File: config.mk
export PLATFORM = sky130hd
export DESIGN_NAME = frl_cell
export DESIGN_NICKNAME = d
export VERILOG_FILES = /design/src/rtl/frl_pkg.sv /design/src/rtl/frl_cell.sv
export SDC_FILE = /design/constraint.sdc
export NUM_CORES = 1
export LEC_CHECK = 0
export ABC_AREA = 1
export BUFFER_PORTS_ARGS = -buffer_cell sky130_fd_sc_hd__buf_2
export CAP_MARGIN = 20
export CORE_ASPECT_RATIO = 1.5
export CORE_MARGIN = 2
export CORE_UTILIZATION = 49
export DETAILED_ROUTE_END_ITERATION = 7
export PLACE_DENSITY = 0.76
export SLEW_MARGIN = 20
export SYNTH_ARGS = -nofsm -noshare
export SYNTH_HDL_FRONTEND = slang
export SYNTH_SLANG_ARGS = --single-unit
File: constraint.sdc
create_clock -name clk_i -period 6.5 [get_ports clk_i]
set_input_delay 0.325 -clock clk_i [delete_from_list [all_inputs] [get_ports clk_i]]
set_output_delay 0.325 -clock clk_i [all_outputs]
set_load 0.05 [all_outputs]
File: src/rtl/frl_pkg.sv
`default_nettype none
// ----------------------------------------------------------------------------
// Fixed-window rate limiter package
// Shared widths, register indexes and item, token and control structs.
// ----------------------------------------------------------------------------
package frl_pkg;

  localparam int unsigned KEY_FIELD_W = 32;
  localparam int unsigned TIME_W      = 32;
  localparam int unsigned COUNT_W     = 16;
  localparam int unsigned CFG_IDX_W   = 1;
  localparam int unsigned CFG_DATA_W  = 32;

  localparam int unsigned DEF_TABLE_ENTRIES = 64;
  localparam int unsigned DEF_KEY_BITS      = 32;

  localparam logic [COUNT_W-1:0] RESET_REQUEST_LIMIT  = 16'd5;
  localparam logic [TIME_W-1:0]  RESET_WINDOW_SECONDS = 32'd60;

  // Configuration register indexes.
  localparam logic [CFG_IDX_W-1:0] REG_REQUEST_LIMIT  = 1'd0;
  localparam logic [CFG_IDX_W-1:0] REG_WINDOW_SECONDS = 1'd1;

  typedef struct packed {
    logic [KEY_FIELD_W-1:0] flow_key;
    logic [TIME_W-1:0]      now_seconds;
  } in_t;

  typedef struct packed {
    logic               allowed;
    logic [COUNT_W-1:0] remaining;
    logic [TIME_W-1:0]  window_left;
    logic               table_full;
  } out_t;

  typedef struct packed {
    logic [COUNT_W-1:0] request_limit;
    logic [TIME_W-1:0]  window_seconds;
  } cfg_t;

  // Search token that walks down the chain of cells, one cell per cycle.
  typedef struct packed {
    logic                   active;
    logic                   done;
    logic                   free_found;
    logic [KEY_FIELD_W-1:0] key;
    logic [TIME_W-1:0]      now;
    logic                   allowed;
    logic [COUNT_W-1:0]     remaining;
    logic [TIME_W-1:0]      window_left;
  } tok_t;

  // Broadcast write into the cell that claimed the first free entry.
  typedef struct packed {
    logic                   en;
    logic [KEY_FIELD_W-1:0] key;
    logic [TIME_W-1:0]      now;
    logic [COUNT_W-1:0]     count;
  } alloc_t;

endpackage : frl_pkg
`default_nettype wire

File: src/rtl/frl_cell.sv
`default_nettype none
// ----------------------------------------------------------------------------
// Fixed-window rate limiter cell
// Holds one bucket and updates it when the search token carries its key.
// ----------------------------------------------------------------------------
module frl_cell import frl_pkg::*; #(
  parameter int unsigned KEY_BITS = DEF_KEY_BITS
) (
  input  wire    clk_i,
  input  wire    rst_ni,
  input  cfg_t   cfg_i,
  input  alloc_t alloc_i,
  input  tok_t   tok_i,
  output tok_t   tok_o
);

  localparam int unsigned KEY_W = (KEY_BITS < KEY_FIELD_W) ? KEY_BITS : KEY_FIELD_W;

  logic               valid_q;
  logic               claim_q;
  logic [KEY_W-1:0]   key_q;
  logic [COUNT_W-1:0] count_q;
  logic [TIME_W-1:0]  start_q;
  tok_t               tok_q;
  tok_t               tok_d;

  logic               hit;
  logic               claim;
  logic               expired;
  logic               allow;
  logic               alloc_here;
  logic [TIME_W-1:0]  elapsed_old;
  logic [TIME_W-1:0]  elapsed;
  logic [COUNT_W-1:0] cnt_eff;
  logic [COUNT_W-1:0] count_d;

  assign hit = tok_i.active & ~tok_i.done & valid_q &
               (key_q == tok_i.key[KEY_W-1:0]);
  // Only the first invalid cell that a token passes claims the slot.
  assign claim      = tok_i.active & ~tok_i.free_found & ~valid_q;
  assign alloc_here = alloc_i.en & claim_q;

  // Difference wraps mod 2^32; a step back by d restarts if 2^32-d >= window.
  assign elapsed_old = tok_i.now - start_q;
  assign expired     = (elapsed_old >= cfg_i.window_seconds);
  assign cnt_eff     = expired ? '0 : count_q;
  assign elapsed     = expired ? '0 : elapsed_old;
  assign allow       = (cnt_eff < cfg_i.request_limit);
  assign count_d     = allow ? cnt_eff + COUNT_W'(1) : cnt_eff;

  always_comb begin
    tok_d = tok_i;
    if (hit) begin
      tok_d.done        = 1'b1;
      tok_d.allowed     = allow;
      tok_d.remaining   = allow ? cfg_i.request_limit - count_d : '0;
      tok_d.window_left = (cfg_i.window_seconds > elapsed) ?
                          cfg_i.window_seconds - elapsed : '0;
    end
    if (claim) begin
      tok_d.free_found = 1'b1;
    end
  end

  always_ff @(posedge clk_i or negedge rst_ni) begin
    if (!rst_ni) begin
      valid_q <= 1'b0;
      claim_q <= 1'b0;
      tok_q   <= '0;
    end else begin
      tok_q <= tok_d;
      if (tok_i.active) begin
        claim_q <= claim;
      end
      if (alloc_here) begin
        valid_q <= 1'b1;
      end
    end
  end

  always_ff @(posedge clk_i) begin
    if (alloc_here) begin
      key_q   <= alloc_i.key[KEY_W-1:0];
      count_q <= alloc_i.count;
      start_q <= alloc_i.now;
    end else if (hit) begin
      count_q <= count_d;
      if (expired) begin
        start_q <= tok_i.now;
      end
    end
  end

  assign tok_o = tok_q;

endmodule : frl_cell
`default_nettype wire

==> flow_summary.toml <==
[status]
run_status = "finished, violations left"
violations = "setup timing"

[critical_path]
critPathArrivalTime_ns = 6.94
critPathBufInv = 5
start_kind = "register"
cp-end-kind = "register"
r2r_slack_ns = -0.09
r2r_start = "start_q[2]"
crit_family = "compound AO/OA/AOI/OAI gates"
r2r-end = "tok_o[47]"
crit_start = "start_q[2]"
slowest_stage = "edfxtp_1"
required_ns = 6.85
reg2regPathDepth = 45
worst-setup-path-type = "reg2reg"
path_common_cell = "nand2_1"
critPathMaxStageDelay_ns = 0.38
path_max_fanout = 8

[timing]
setup_slack_ns = -0.0879
fin_worst_skew_ns = 0.0190
tns_ns = -0.213
clock.fmax_mhz = 152
min_period_over_period_pct = 101
hold_viol = 0
slew_headroom_pct = 43.9
rsz0062_at_grt = "true"
drv_slew = 0
layout_min_cycle_time_ns = 6.59
setup_viol = 4
worstMarginPinSlew_ns = 0.839

[synth]
synth_nets = 2091
synth.top_cell.area_share_pct = 21.9
synth_ff_type = "dfrtp_1"
synth_area_leaders = "dfrtp_1 22%, edfxtp_1 18%, nand2_1 14%"
synthCells = 1726
yosysMostFrequentCell = "nand2_1"
syn-cell-area_um2 = 13500
async_flop_share_pct = 59.6
syn_avg_cell_area_um2 = 7.82
synth_edf_count = 80
ys_types = 49
yosys_warnings = 0
synth_common_cells = "501 x nand2_1, 252 x inv_1, 118 x dfrtp_1, 116 x ha_1, 110 x a21oi_1"
ys_seq_area_share_pct = 39.7
ys_seq_elements = 198
synth.largest_area_cell = "dfrtp_1"

[flow_run]
cap_violations = 0

[layout]
design_area_um2 = 20300
fin_util_pct = 74.7
nets = 2762
area_growth_pct = 50.1
drive_gt1_share_pct = 41.0

[floorplan]
die_area_um2 = 28900
die_y_um = 207
coreArea_um2 = 27100
pin_count = 363
num_rows = 74
initial_core_util_pct = 49.8
dieWidth_um = 140

[cts]
clk_pin_slew_worst_paths_ns = 0.08
cts_buffer_depth = 2
clock_sinks = 198
root_buffer = "clkbuf_16"
cts_tree = "done"
clk_latency_ns = 0.47
cts_max_level = 4
numCtsBuffers = 17

[route]
wire_per_inst_um = 18.7
drc = 0
firstDrtPassIters = 5
routed_wl_mm = 51.4
vias = 14634
avgViaCountPerCell = 5.31
drt_iter0_markers = 893
antenna_left = 0

[pwr]
power.leakage_nw = 10.5
power_density_nw_per_um2 = 214
ir_drop_uv = 269

[placement]
place_area_um2 = 17300
dpl_worst_slack_ns = -0.574
place_hpwl_mm = 38.5
port_buffers = 362
gp_congestion = 1.04

[hold_path]
hold_class = "in2reg"
hp-start = "tok_i[74]"
holdPathStages = 1
whs_endpoint = "tok_o[74]"

[global_routing]
grt_pass1_wl_mm = 75.5
grt_start_max_net_pins = 74
grt_pass1_vias = 14937
grt_use_total_pct = 33.6
antenna_found_initial = 2
overflow = 0
metrics by stage:
| step | hold slack [ns] | total power, mW | instances |
|---|---|---|---|
| 2_1_floorplan | 0.0294 | 2.22 | 1726 |
| 3_3_place_gp | 0.271 | 2.84 | 2615 |
| 3_5_place_dp | 0.277 | 2.86 | 2615 |
| 4_1_cts | 0.000165 | 4.02 | 2711 |
| 5_1_grt | 0.00397 | 4.54 | 2754 |
| 6_report | 0.0108 | 4.33 | 2755 |
worst reg2reg max path, delay by kind of cell, from the launching register on:
family | cells | cell delay [ns]
fa+ha+maj | 4 | 0.98
xor+xnor | 2 | 0.32
compound gates | 15 | 2.23
buf+inv | 5 | 0.72
flops | 1 | 0.38
simple gates | 19 | 1.87
worst max-delay path by stage:
stage / slack [ns] / end / depth (start not counted)
global route: -0.55 / tok_o[26] / 58
CTS: -0.16 / tok_o[47] / 53
floorplan: 0.01 / tok_o[46] / 53
detailed placement: -0.57 / tok_o[47] / 52
finish: -0.09 / tok_o[47] / 45
global placement: -0.51 / tok_o[47] / 50
kinds of logic after synthesis:
kind of cell	synth area share [%]
AO/OA/AOI/OAI	9.73
XOR/XNOR	5.00
AND/OR/NAND/NOR	26.2
flip-flops	39.7
buffers and inverters	8.31
adder cells (fa/ha/maj)	11.0
power by group:
group          switching, mW  leakage, nW  internal [mW]  total (mW)
clock                  0.488        0.273          0.576        1.06
combinational           1.08         8.12          0.837        1.91
sequential           0.00996         2.09           1.34        1.35
layout make-up:
type	count	area (µm²)
antenna	3	7.51
clock buffer	24	493
clock inverter	8	87.6
fill	2080	6870
inverter	261	1000
multi-input combinational	1238	8350
sequential	198	5360
tap	342	428
timing repair buffer	681	4540
per-layer routing:
metal	track usage, %	part of all wire, %	up-vias
met5	0	0	-
met4	23.5	8.1	0
met3	4.31	5.9	192
met2	63.9	53	657
met1	33.1	33	6788
li1	-	-	6997
layout by cell type, fill, tap and decap left out, types with 28 or more instances in the layout:
| cell type | n |
|---|---|
| a21oi_1 | 84 |
| buf_2 | 361 |
| buf_4 | 261 |
| dfrtp_1 | 118 |
| edfxtp_1 | 80 |
| ha_1 | 87 |
| inv_1 | 231 |
| nand2_1 | 430 |
| nand2_2 | 64 |
| nand3_1 | 75 |
| nand3_2 | 33 |
| nand4_1 | 32 |
| nor2_1 | 58 |
| o21ai_1 | 28 |
| xor2_1 | 46 |
state kept, by name, summed over array words and instances (netlist names):
name / cells
valid_q: 1
claim_q: 1
count_q: 16
tok_o: 116
start_q: 32
key_q: 32
what timing repair did:
action                                  CTS  global route
pin swaps                                66           125
hold endpoints to repair                 71             0
cloned                                    0             6
buffers inserted                         39            39
resized for setup                       105           256
endpoints found under the setup margin   44            51
hold buffers                             27             0
Power figures use the tool's default switching activity.
